### src/rtl/core/assert_macros.svh
// assertion helpers shared by the display scan modules
// each expects i_clk and i_rst_n in the scope where it is used
`ifndef ASSERT_MACROS_SVH
`define ASSERT_MACROS_SVH

`ifndef NO_ASSERTIONS

// same-cycle implication
`define CHK_IMP(lbl, ante, cons, msg) \
    lbl: assert property (@(posedge i_clk) disable iff (!i_rst_n) (ante) |-> (cons)) \
        else $error(msg);

// next-cycle implication
`define CHK_NXT(lbl, ante, cons, msg) \
    lbl: assert property (@(posedge i_clk) disable iff (!i_rst_n) (ante) |=> (cons)) \
        else $error(msg);

`else

`define CHK_IMP(lbl, ante, cons, msg)
`define CHK_NXT(lbl, ante, cons, msg)

`endif

`endif

### src/rtl/core/ttds_pkg.sv
package ttds_pkg;

    // widths fixed by the item and result fields
    localparam int MV_W      = 11;
    localparam int DEG_W     = 10;
    localparam int SEG_W     = 8;
    localparam int SEL_W     = 3;
    localparam int CFG_W     = 8;
    localparam int CFG_IDX_W = 8;

    localparam int DIGIT_COUNT_DEF = 3;

    localparam logic [DEG_W-1:0] MAX_DEGREES = 10'd999;
    localparam logic [MV_W-1:0]  MV_OFFSET   = 11'd500;

    // register indexes on the configuration port
    localparam logic [CFG_IDX_W-1:0] REG_DWELL  = 8'd0;
    localparam logic [CFG_IDX_W-1:0] REG_ROUNDS = 8'd1;

    localparam logic [CFG_W-1:0] DWELL_RESET  = 8'd1;
    localparam logic [CFG_W-1:0] ROUNDS_RESET = 8'd100;

    localparam logic [SEG_W-1:0] SEG_BLANK = 8'h00;

    typedef struct packed {
        logic            func;
        logic [MV_W-1:0] millivolts;
    } t_item;

    typedef struct packed {
        logic [CFG_W-1:0] dwell_ticks;
        logic [CFG_W-1:0] refresh_rounds;
    } t_cfg;

    typedef struct packed {
        logic [SEL_W-1:0] digit_select;
        logic [SEG_W-1:0] segments;
        logic [DEG_W-1:0] held_degrees;
    } t_result;

    typedef struct packed {
        logic [3:0] hundreds;
        logic [3:0] tens;
        logic [3:0] ones;
    } t_dec3;

    // decimal digits of a value below 1000 by reciprocal multiplies
    function automatic t_dec3 dec3(input logic [DEG_W-1:0] v);
        logic [15:0] prod_h;
        logic [9:0]  hx;
        logic [9:0]  rem10;
        logic [6:0]  rem;
        logic [14:0] prod_t;
        logic [6:0]  tx;
        logic [6:0]  o_sub;
        t_dec3       d;
        prod_h     = {6'd0, v} * 16'd41;
        d.hundreds = prod_h[15:12];
        hx         = 10'(d.hundreds) * 10'd100;
        rem10      = v - hx;
        rem        = rem10[6:0];
        prod_t     = {8'd0, rem} * 15'd205;
        d.tens     = prod_t[14:11];
        tx         = 7'(d.tens) * 7'd10;
        o_sub      = rem - tx;
        d.ones     = o_sub[3:0];
        return d;
    endfunction

    // seven-segment pattern, segment a in bit 7, point off
    function automatic logic [SEG_W-1:0] seg_code(input logic [3:0] d);
        logic [SEG_W-1:0] s;
        unique case (d)
            4'd0:    s = 8'hFC;
            4'd1:    s = 8'h60;
            4'd2:    s = 8'hDA;
            4'd3:    s = 8'hF2;
            4'd4:    s = 8'h66;
            4'd5:    s = 8'hB6;
            4'd6:    s = 8'hBE;
            4'd7:    s = 8'hE0;
            4'd8:    s = 8'hFE;
            4'd9:    s = 8'hF6;
            default: s = SEG_BLANK;
        endcase
        return s;
    endfunction

endpackage

### src/rtl/core/ttds_conv.sv
module ttds_conv
    import ttds_pkg::*;
(
    input  logic [MV_W-1:0]  i_millivolts,
    output logic [DEG_W-1:0] o_degrees
);

    logic [MV_W-1:0]  above;
    logic [23:0]      prod;
    logic [DEG_W-1:0] quot;

    // (mv - 500) / 10 via multiply by 6554 / 2^16, exact below 16384
    always_comb begin
        above = (i_millivolts > MV_OFFSET) ? (i_millivolts - MV_OFFSET) : '0;
        prod  = {13'd0, above} * 24'd6554;
        quot  = {2'b00, prod[23:16]};
        o_degrees = (quot > MAX_DEGREES) ? MAX_DEGREES : quot;
    end

endmodule

### src/rtl/core/ttds_scan.sv
`include "assert_macros.svh"

module ttds_scan
    import ttds_pkg::*;
#(
    parameter int DIGIT_COUNT = DIGIT_COUNT_DEF
)
(
    input  logic    i_clk,
    input  logic    i_rst_n,
    input  logic    i_step,
    input  t_item   i_item,
    input  t_cfg    i_cfg,
    output t_result o_res
);

    localparam int POS_W = (DIGIT_COUNT > 1) ? $clog2(DIGIT_COUNT) : 1;
    localparam logic [POS_W-1:0] POS_LAST = POS_W'(DIGIT_COUNT - 1);

    logic [DEG_W-1:0] r_held,      n_held;
    logic [3:0]       r_shown [DIGIT_COUNT];
    logic [3:0]       n_shown [DIGIT_COUNT];
    logic [3:0]       fresh   [DIGIT_COUNT];
    logic [POS_W-1:0] r_pos,       n_pos;
    logic [CFG_W-1:0] r_dwell_cnt, n_dwell_cnt;
    logic [CFG_W-1:0] r_round_cnt, n_round_cnt;

    logic [DEG_W-1:0] deg;
    t_dec3            dec;
    logic             frame_start;
    logic             tick;
    logic [3:0]       digit;
    logic [CFG_W-1:0] dwell_inc;
    logic [CFG_W-1:0] round_inc;

    ttds_conv u_conv (
        .i_millivolts (i_item.millivolts),
        .o_degrees    (deg)
    );

    // digits that a frame start would load
    always_comb begin
        int k;
        dec = dec3(r_held);
        for (int p = 0; p < DIGIT_COUNT; p++) begin
            k = DIGIT_COUNT - 1 - p;
            if (k == 0)
                fresh[p] = dec.ones;
            else if (k == 1)
                fresh[p] = dec.tens;
            else if (k == 2)
                fresh[p] = dec.hundreds;
            else
                fresh[p] = 4'd0;
        end
    end

    // result and next scan state
    always_comb begin
        tick        = i_step && !i_item.func;
        frame_start = (r_pos == '0) && (r_dwell_cnt == '0) && (r_round_cnt == '0);

        for (int p = 0; p < DIGIT_COUNT; p++)
            n_shown[p] = (tick && frame_start) ? fresh[p] : r_shown[p];

        digit = n_shown[r_pos];

        for (int b = 0; b < SEL_W; b++)
            o_res.digit_select[b] = (int'(r_pos) == b);
        o_res.segments     = seg_code(digit);
        o_res.held_degrees = (i_step && i_item.func) ? deg : r_held;

        n_held      = o_res.held_degrees;
        n_pos       = r_pos;
        n_dwell_cnt = r_dwell_cnt;
        n_round_cnt = r_round_cnt;
        dwell_inc   = r_dwell_cnt + 8'd1;
        round_inc   = r_round_cnt + 8'd1;

        // dwell, then position, then round counting
        if (tick) begin
            if (dwell_inc >= i_cfg.dwell_ticks) begin
                n_dwell_cnt = '0;
                if (r_pos == POS_LAST) begin
                    n_pos = '0;
                    n_round_cnt = (round_inc >= i_cfg.refresh_rounds) ? '0 : round_inc;
                end else begin
                    n_pos = r_pos + 1'b1;
                end
            end else begin
                n_dwell_cnt = dwell_inc;
            end
        end
    end

    // scan state registers
    always_ff @(posedge i_clk) begin
        if (!i_rst_n) begin
            r_held      <= '0;
            r_pos       <= '0;
            r_dwell_cnt <= '0;
            r_round_cnt <= '0;
            for (int p = 0; p < DIGIT_COUNT; p++)
                r_shown[p] <= 4'd0;
        end else begin
            r_held      <= n_held;
            r_pos       <= n_pos;
            r_dwell_cnt <= n_dwell_cnt;
            r_round_cnt <= n_round_cnt;
            for (int p = 0; p < DIGIT_COUNT; p++)
                r_shown[p] <= n_shown[p];
        end
    end

    `CHK_IMP(a_pos_range, 1'b1, int'(r_pos) <= DIGIT_COUNT - 1, "scan position out of range")
    `CHK_IMP(a_held_range, 1'b1, r_held <= MAX_DEGREES, "held value above saturation")
    `CHK_NXT(a_sample_no_scan, i_step && i_item.func, $stable(r_pos) && $stable(r_dwell_cnt), "sample moved the scan")

endmodule

### src/rtl/core/temp_to_three_digit_display_scan.sv
// Scanned three-digit seven-segment temperature display. A sample transfer
// (func 1) converts millivolts to whole degrees as (mv - 500) / 10, clamped
// to 0..999, and holds it; a tick transfer (func 0) lights one digit
// position with its segment pattern and advances the scan after dwell_ticks
// ticks per position. Digits reload from the held value only at the start of
// each frame of refresh_rounds rounds. Every transfer in gives one result.
// One item is taken per clock: it passes an input register and then a result
// register, from which its result is offered, and the input keeps flowing
// while the result register is free or being emptied. Write configuration
// only while the block is idle; the config port is always ready.
`include "assert_macros.svh"

module temp_to_three_digit_display_scan
    import ttds_pkg::*;
#(
    parameter int DIGIT_COUNT = DIGIT_COUNT_DEF
)
(
    input  logic                 i_clk,
    input  logic                 i_rst_n,

    input  logic                 i_in_valid,
    output logic                 o_in_stall,
    input  logic                 i_in_func,
    input  logic [MV_W-1:0]      i_in_millivolts,

    output logic                 o_out_valid,
    input  logic                 i_out_stall,
    output logic [SEL_W-1:0]     o_out_digit_select,
    output logic [SEG_W-1:0]     o_out_segments,
    output logic [DEG_W-1:0]     o_out_held_degrees,

    input  logic                 i_cfg_valid,
    output logic                 o_cfg_ready,
    input  logic [CFG_IDX_W-1:0] i_cfg_index,
    input  logic [CFG_W-1:0]     i_cfg_data
);

    logic    r_in_vld;
    t_item   r_in;
    logic    r_out_vld;
    t_result r_out;
    t_cfg    r_cfg;
    t_result res;
    logic    advance;
    logic    step;
    logic    in_take;

    // handshake between the two register stages
    assign advance    = !r_out_vld || !i_out_stall;
    assign step       = r_in_vld && advance;
    assign o_in_stall = r_in_vld && !advance;
    assign in_take    = i_in_valid && !o_in_stall;
    assign o_cfg_ready = 1'b1;

    // configuration registers
    always_ff @(posedge i_clk) begin
        if (!i_rst_n) begin
            r_cfg.dwell_ticks    <= DWELL_RESET;
            r_cfg.refresh_rounds <= ROUNDS_RESET;
        end else if (i_cfg_valid && o_cfg_ready) begin
            unique case (i_cfg_index)
                REG_DWELL:  r_cfg.dwell_ticks    <= i_cfg_data;
                REG_ROUNDS: r_cfg.refresh_rounds <= i_cfg_data;
                default: ;
            endcase
        end
    end

    // input register
    always_ff @(posedge i_clk) begin
        if (!i_rst_n)
            r_in_vld <= 1'b0;
        else if (in_take)
            r_in_vld <= 1'b1;
        else if (step)
            r_in_vld <= 1'b0;
    end

    always_ff @(posedge i_clk) begin
        if (in_take) begin
            r_in.func       <= i_in_func;
            r_in.millivolts <= i_in_millivolts;
        end
    end

    ttds_scan #(
        .DIGIT_COUNT (DIGIT_COUNT)
    ) u_scan (
        .i_clk   (i_clk),
        .i_rst_n (i_rst_n),
        .i_step  (step),
        .i_item  (r_in),
        .i_cfg   (r_cfg),
        .o_res   (res)
    );

    // result register
    always_ff @(posedge i_clk) begin
        if (!i_rst_n)
            r_out_vld <= 1'b0;
        else if (advance)
            r_out_vld <= step;
    end

    always_ff @(posedge i_clk) begin
        if (step)
            r_out <= res;
    end

    assign o_out_valid        = r_out_vld;
    assign o_out_digit_select = r_out.digit_select;
    assign o_out_segments     = r_out.segments;
    assign o_out_held_degrees = r_out.held_degrees;

    `CHK_IMP(a_sel_onehot, r_out_vld, $onehot0(r_out.digit_select), "digit select not one-hot")
    `CHK_IMP(a_out_held_range, r_out_vld, r_out.held_degrees <= MAX_DEGREES, "result degrees above 999")
    `CHK_NXT(a_step_lands, step, r_out_vld, "processed item did not reach the result register")

endmodule
### config.mk
export PLATFORM = sky130hd
export DESIGN_NAME = temp_to_three_digit_display_scan
export DESIGN_NICKNAME = d
export VERILOG_FILES = /design/src/rtl/core/ttds_pkg.sv /design/src/rtl/core/ttds_conv.sv /design/src/rtl/core/ttds_scan.sv /design/src/rtl/core/temp_to_three_digit_display_scan.sv
export VERILOG_INCLUDE_DIRS = /design/src /design/src/rtl/core
export SDC_FILE = /design/constraint.sdc
export NUM_CORES = 1
export LEC_CHECK = 0
export BUFFER_PORTS_ARGS = -buffer_cell sky130_fd_sc_hd__buf_2
export CAP_MARGIN = 20
export CORE_AREA = 2 2 126 128
export CTS_CLUSTER_DIAMETER = 80
export CTS_CLUSTER_SIZE = 10
export DETAILED_ROUTE_END_ITERATION = 10
export DIE_AREA = 0 0 128 130
export PLACE_DENSITY = 0.76
export SYNTH_ARGS = -nofsm -noshare
export SYNTH_HDL_FRONTEND = slang
export SYNTH_SLANG_ARGS = --single-unit
### constraint.sdc
create_clock -name i_clk -period 8.44 [get_ports i_clk]
set_input_delay 1.266 -clock i_clk [delete_from_list [all_inputs] [get_ports i_clk]]
set_output_delay 1.266 -clock i_clk [all_outputs]
set_load 0.01 [all_outputs]
Word level (Yosys, flattened, before mapping)
Memories as Yosys holds them, arrays and structs flattened. A register that Yosys moved wholly into a read port is not among the register bits.
Index checks and enable logic that the tools add are counted.
Word-level totals
  bits in writable memories: 12
  bits in read-only memories: 112
  register bits after elaboration: 79
  memories: 2
Cells by class
  magnitude comparators: 4
  multiply operators: 5
  bitwise logic cells: 4
  add/subtract/negate cells: 6
  multiplexer cells: 18
  eq/ne operators: 4
  reduce and logical (&&, ||, !) cells: 24
Memory list
  (name not given): words 16, bits a word 7, read ports 1, clocked after Yosys merged registers in 1, write ports 0, RTL line ttds_pkg.sv:73  | unique case (d)
  u_scan.r_shown: words 3, bits a word 4, read ports 3, clocked after Yosys merged registers in 0, write ports 3, RTL line ttds_scan.sv:21  | logic [3:0] r_shown [DIGIT_COUNT];
Operator list (number)
  4-bit 2-to-1 mux: 8
  8-bit logical NOT: 3
  11-bit by 12-bit multiplier with 23-bit output, second input constant: 1
  8-bit by 1-bit adder with 8-bit output, second input constant: 2
  8-bit >= comparator: 2
  10-bit by 6-bit multiplier with 16-bit output, second input constant: 1
  8-bit 2-to-1 mux: 2
  7-bit by 8-bit multiplier with 15-bit output, second input constant: 1
  11-bit by 9-bit > comparator with 1-bit output, second input constant: 1
  11-bit 2-to-1 mux: 1
  11-bit by 9-bit subtractor with 11-bit output, second input constant: 1
  10-bit 2-to-1 mux: 1
  4-bit binary-select mux with 2-bit select: 1
  8-bit by 1-bit equality test with 1-bit output, second input constant: 1
  1-bit logical AND: 8
  7-bit subtractor: 1
  2-bit equality test, second input constant: 3
  2-bit AND reduction: 3
  1-bit logical NOT: 5
  4-bit by 5-bit multiplier with 5-bit output, second input constant: 1
  2-bit logical NOT: 2
  4-bit by 3-bit multiplier with 3-bit output, second input constant: 1
  1-bit 2-to-1 mux: 4
  4-bit subtractor: 1
  8 further kinds: 10

Longest topological paths before layout
  depth in word-level cells: 10
  depth in mapped cells: 36
  mapped depth without buffers: 36

By module
Synthesis repeated with hierarchy kept, for this count alone.
Second synthesis, totals
  cells, all modules: 913
  area, all modules: 8778.4 um2
Modules (own cells, without submodules)
  ttds_scan: area each 4444.3 um2, cells an instance 509, seq. area each 800.8 um2, times used 1
  ttds_conv: area each 2561.2 um2, cells an instance 293, seq. area each 0.0 um2, times used 1
  temp_to_three_digit_display_scan: area each 1773.0 um2, cells an instance 111, seq. area each 1351.3 um2, times used 1

Worst setup path after synthesis
Ideal clock, no wire load.
  path type: flip-flop to flip-flop
  from: register u_scan.r_held[3]
  to: register o_out_segments[4] (netlist name)
  data arrival time: 7822 ps
  buffers on the path: 0
  path slack: 354 ps
  cell stages (with the launch flop): 37
  cell sequence: dfxtp_1 > ha_1 > inv_1 > fa_1 > inv_1 > ha_1 > ha_1 > a21oi_1 > o22ai_1 > o211a_1 > o21ai_0 > o221ai_1 > ha_1 > inv_1 > ha_1 > a21oi_1 > xnor2_1 > xnor2_1 > xnor2_1 > ha_1 > ha_1 > fa_1 > inv_1 > fa_1 > inv_1 > ha_1 > a21oi_1 > a211oi_1 > or3_1 > xor2_1 > ha_1 > fa_1 > o21ai_0 > nand2_1 > o311ai_2 > o21bai_1 > o21ai_0
Between the ends
  longest elaborated chain between the ends: 10
  elaborated cells between the ends (all ways): 12
  those cells by class: add/sub: 2; mul: 4; mux: 6
RTL lines
  start: declaration: RTL line ttds_scan.sv:20  | logic [DEG_W-1:0] r_held, n_held;
  start signal: assignment: RTL line ttds_scan.sv:106  | r_held <= n_held;
  10-bit by 6-bit multiplier with 16-bit output: RTL line ttds_pkg.sv:57  | prod_h = {6'd0, v} * 16'd41;
  4-bit by 5-bit multiplier with 5-bit output: RTL line ttds_pkg.sv:59  | hx = 10'(d.hundreds) * 10'd100;
  7-bit subtractor: RTL line ttds_pkg.sv:60  | rem10 = v - hx;
  7-bit by 8-bit multiplier with 15-bit output: RTL line ttds_pkg.sv:62  | prod_t = {8'd0, rem} * 15'd205;
  4-bit by 3-bit multiplier with 3-bit output: RTL line ttds_pkg.sv:64  | tx = 7'(d.tens) * 7'd10;
  4-bit subtractor: RTL line ttds_pkg.sv:65  | o_sub = rem - tx;
  4-bit 2-to-1 mux: RTL line ttds_scan.sv:64  | n_shown[p] = (tick && frame_start) ? fresh[p] : r_shown[p];
  4-bit binary-select mux with 2-bit select *: RTL line ttds_scan.sv:66  | digit = n_shown[r_pos];
  4-bit 2-to-1 mux (not written as such) * (2 in a row): RTL line ttds_scan.sv:66
Every way passes the cells marked *; elsewhere a longest branch is shown, timed or not. The select of a mux whose other input is x is not followed.
A chain may end at the register's enable or synchronous reset.

Worst setup path after layout
  from: register u_scan.r_held[3]
  to: register o_out_segments[7] (netlist name)
Between the ends
  longest elaborated chain between the ends: 10
  elaborated cells between the ends (all ways): 12
  those cells by class: add/sub: 2; mul: 4; mux: 6
RTL lines (RTL line)
  10-bit by 6-bit multiplier with 16-bit output: ttds_pkg.sv:57
  4-bit by 5-bit multiplier with 5-bit output: ttds_pkg.sv:59
  7-bit subtractor: ttds_pkg.sv:60
  7-bit by 8-bit multiplier with 15-bit output: ttds_pkg.sv:62
  4-bit by 3-bit multiplier with 3-bit output: ttds_pkg.sv:64
  4-bit subtractor: ttds_pkg.sv:65
  4-bit 2-to-1 mux: ttds_scan.sv:64
  4-bit binary-select mux with 2-bit select *: ttds_scan.sv:66
  4-bit 2-to-1 mux (not written as such) * (2 in a row): ttds_scan.sv:66
Marked as above.

==> impl_metrics.toml <==
[floorplanning]
ioPinCount = 57
start_util = 0.542
coreArea_mm2 = 0.0154
rows = 46
die_area_mm2 = 0.0166
chipHeight_um = 130
die_width_um = 128

[timing]
hold_slack_ns = 0.474
finalHoldViolations = 0
min_period_over_period = 0.972
tightest_slew_ns = 0.902
fmax_mhz = 122
report.final.slew_viol_count = 0
period_needed_ns = 8.20
totalNegativeSetupSlack_ns = 0
slew_headroom = 0.398
setup_viol = 0
finClkSkew_ns = 0.0108

[setup_path]
slowest_delay_ns = 0.54
required_ns = 8.55
crit_fanout = 8
cp_slowest_cell = "fa_1"
worstSetupPathType = "flop to flop"
start_kind = "flop"
cp_common_cell = "ha_1"
cp-end-kind = "flop"
cp.arrival_ns = 8.31

[logic_synthesis]
synth_fp_nets = 1108
yosysWarningCount = 0
yosysSeqAreaShare = 0.254
ys_ff_latch = 90
synth_area_per_cell_um2 = 9.66
yosys-top-cells-count = "ha_1, inv_1, dfxtp_1"
yosys_most_used_dff = "dfxtp_1"
syn_inst = 866
synth-edff-count = 32
synth.cell_area_mm2 = 0.00836
synth_area_leaders = "ha_1, dfxtp_1, edfxtp_1"
yosys.area.top_type = "ha_1"
synthDistinctLibCells = 67
yosysMostFrequentCell = "ha_1"
synth_top_area_frac = 0.245
synthArstFlopShare = 0

[detailed_routing]
vias = 6124
drc = 0
drt_pass1_iterations = 5
wl_per_cell_um = 14.8
drtIter0Drc = 266
routed_wl_um = 16600
vias_per_cell = 5.44
ant_nets = 0

[layout]
drive_gt1_frac = 0.141
n_antenna_cell = 0
final_core_util = 0.610
layout.nets = 1171
syn2layout_area_growth_pct = 12.5
seqCellArea_mm2 = 0.00213
multi_input_area_mm2 = 0.00587
n_fill_cell = 1299

[clocking]
cts_made_buffers = 9
htreeDepth = 3
clockRootBuffer = "clkbuf_16"
cts_tree = "yes"
cts.hold.buffers_added = 0
cts.sinks = 90
clock_latency_ns = 0.35
path_clk_slew_ns = 0.07
cts_buffer_depth = 2

[flow_run]
cap_violations = 0

[run_status]
status = "finished, final reports clean"

[power_and_ir_drop]
power_density_mw_per_mm2 = 222
p_leak_uw = 0.00467
ir_worst_vdd_uv = 145

[grt]
overflow = 0
track_usage = 0.208
first_global_vias = 6073
grt_pass1_wl_um = 27800
antenna_found_initial = 0
grt_max_degree = 64

[placed_design]
dp_hpwl_um = 13100
port_buffers = 54
gp_congestion = 0.862

[worst_hold_path]
hold_class = "flop to flop"
-- worst paths after layout --
path | cells past startpoint | end | startpoint | slack (ns)
max | 38 | o_out_segments[7] | u_scan.r_held[3] | 0.24
min | 2 | u_scan.r_shown[0][3] | u_scan.r_shown[0][3] | 0.47
max reg2reg | 38 | o_out_segments[7] | u_scan.r_held[3] | 0.24
min reg2reg | 2 | u_scan.r_shown[0][3] | u_scan.r_shown[0][3] | 0.47
-- through the flow --
stage	worst slack, ns	total power, uW	instance area (um2)	instances
after global placement	0.116	1570	8890	1106
after detailed placement	-0.239	1610	8890	1106
after floorplan	0.354	1330	8360	866
after global routing	-0.0817	2280	9410	1126
after CTS	0.00348	2040	9230	1123
final	0.238	2090	9410	1126
-- where the power goes --
group,total [uW],internal [uW],switching (uW)
clock network,413,233,179
logic,1190,529,656
registers,492,478,14.5
total,2090,1240,850
-- cell type report --
| type | instances | area share |
|---|---|---|
| well taps | 192 | 0.0255 |
| multi-input cells | 633 | 0.624 |
| repair buffers | 72 | 0.0431 |
| flip-flops and latches | 90 | 0.226 |
| inverters | 123 | 0.0491 |
| clock inverters | 6 | 0.00785 |
| clock buffers | 10 | 0.0243 |
-- layer usage --
layer	up-vias	GRT usage	wire length, um
met2	109	0.350	7980
li1	3106	-	-
met3	25	0.0275	473
met5	-	0	0
met4	0	0.0730	306
met1	2884	0.277	7860
-- sequential cells by signal, summed over array words and instances (netlist names) --
name / flops
o_out_digit_select: 3
o_out_held_degrees: 10
o_out_segments: 7
o_out_valid: 1
r_cfg: 16
r_in: 12
r_in_vld: 1
u_scan.r_dwell_cnt: 8
u_scan.r_held: 10
u_scan.r_pos: 2
u_scan.r_round_cnt: 8
u_scan.r_shown: 12
-- what timing repair did --
item | CTS | global route
gates resized for setup | 6 | 31
pin swaps | 1 | 20
setup buffers | 1 | 3
setup endpoints to repair | 7 | 8
-- placed cells by master, fill, tap and decap left out, types with 4 or more instances in the layout --
cell       Yosys  routed
ha_1         164     158
inv_1        123     122
nand2_1       57      56
buf_2          2      54
dfxtp_1       58      54
fa_1          45      44
nor2_1        35      35
edfxtp_1      32      32
nor2b_1       29      29
o21ai_0       30      25
mux2i_1       24      24
a21oi_1       27      22
xnor2_1       20      19
xor2_1        19      18
buf_4          2      18
nand3_1       16      16
and2_1        15      15
and3_1        11      11
nand2b_1      10      10
nor4_1         9       9
o21a_1         9       9
clkbuf_16      0       9
a21o_1         8       8
nand4_1        7       7
nor3_1         7       7
nand3b_1       6       6
a21oi_2        0       5
o211a_1        5       5
o31ai_1        5       5
o21bai_1       6       5
a21boi_0       5       5
ha_4           0       5
or3_1          5       4
o21ai_1        1       4
o22ai_1        5       4
or2_2          4       4
a32o_1         4       4
-- worst max-delay path: cells and delay by family, from the launching register on --
kind / cells / cell delay (ns)
AOI/OAI and AO/OA: 8 / 1.25
xor gates and xnor gates: 5 / 0.78
adders and majority gates: 13 / 4.11
buffers and inverters: 8 / 0.73
DFF: 1 / 0.36
and+or+nand+nor: 4 / 0.72
-- cell families after synthesis --
logic type               count (synthesis)  synth area share
AND/OR/NAND/NOR                        227             0.147
adder cells (fa/ha/maj)                209             0.353
other                                    2          0.000898
flip-flops                              90             0.254
multiplexers                            26            0.0314
buffers and inverters                  143            0.0664
XOR/XNOR                                39            0.0409
AO/OA/AOI/OAI                          130             0.106
No activity file was read; power rests on OpenSTA's default activity.
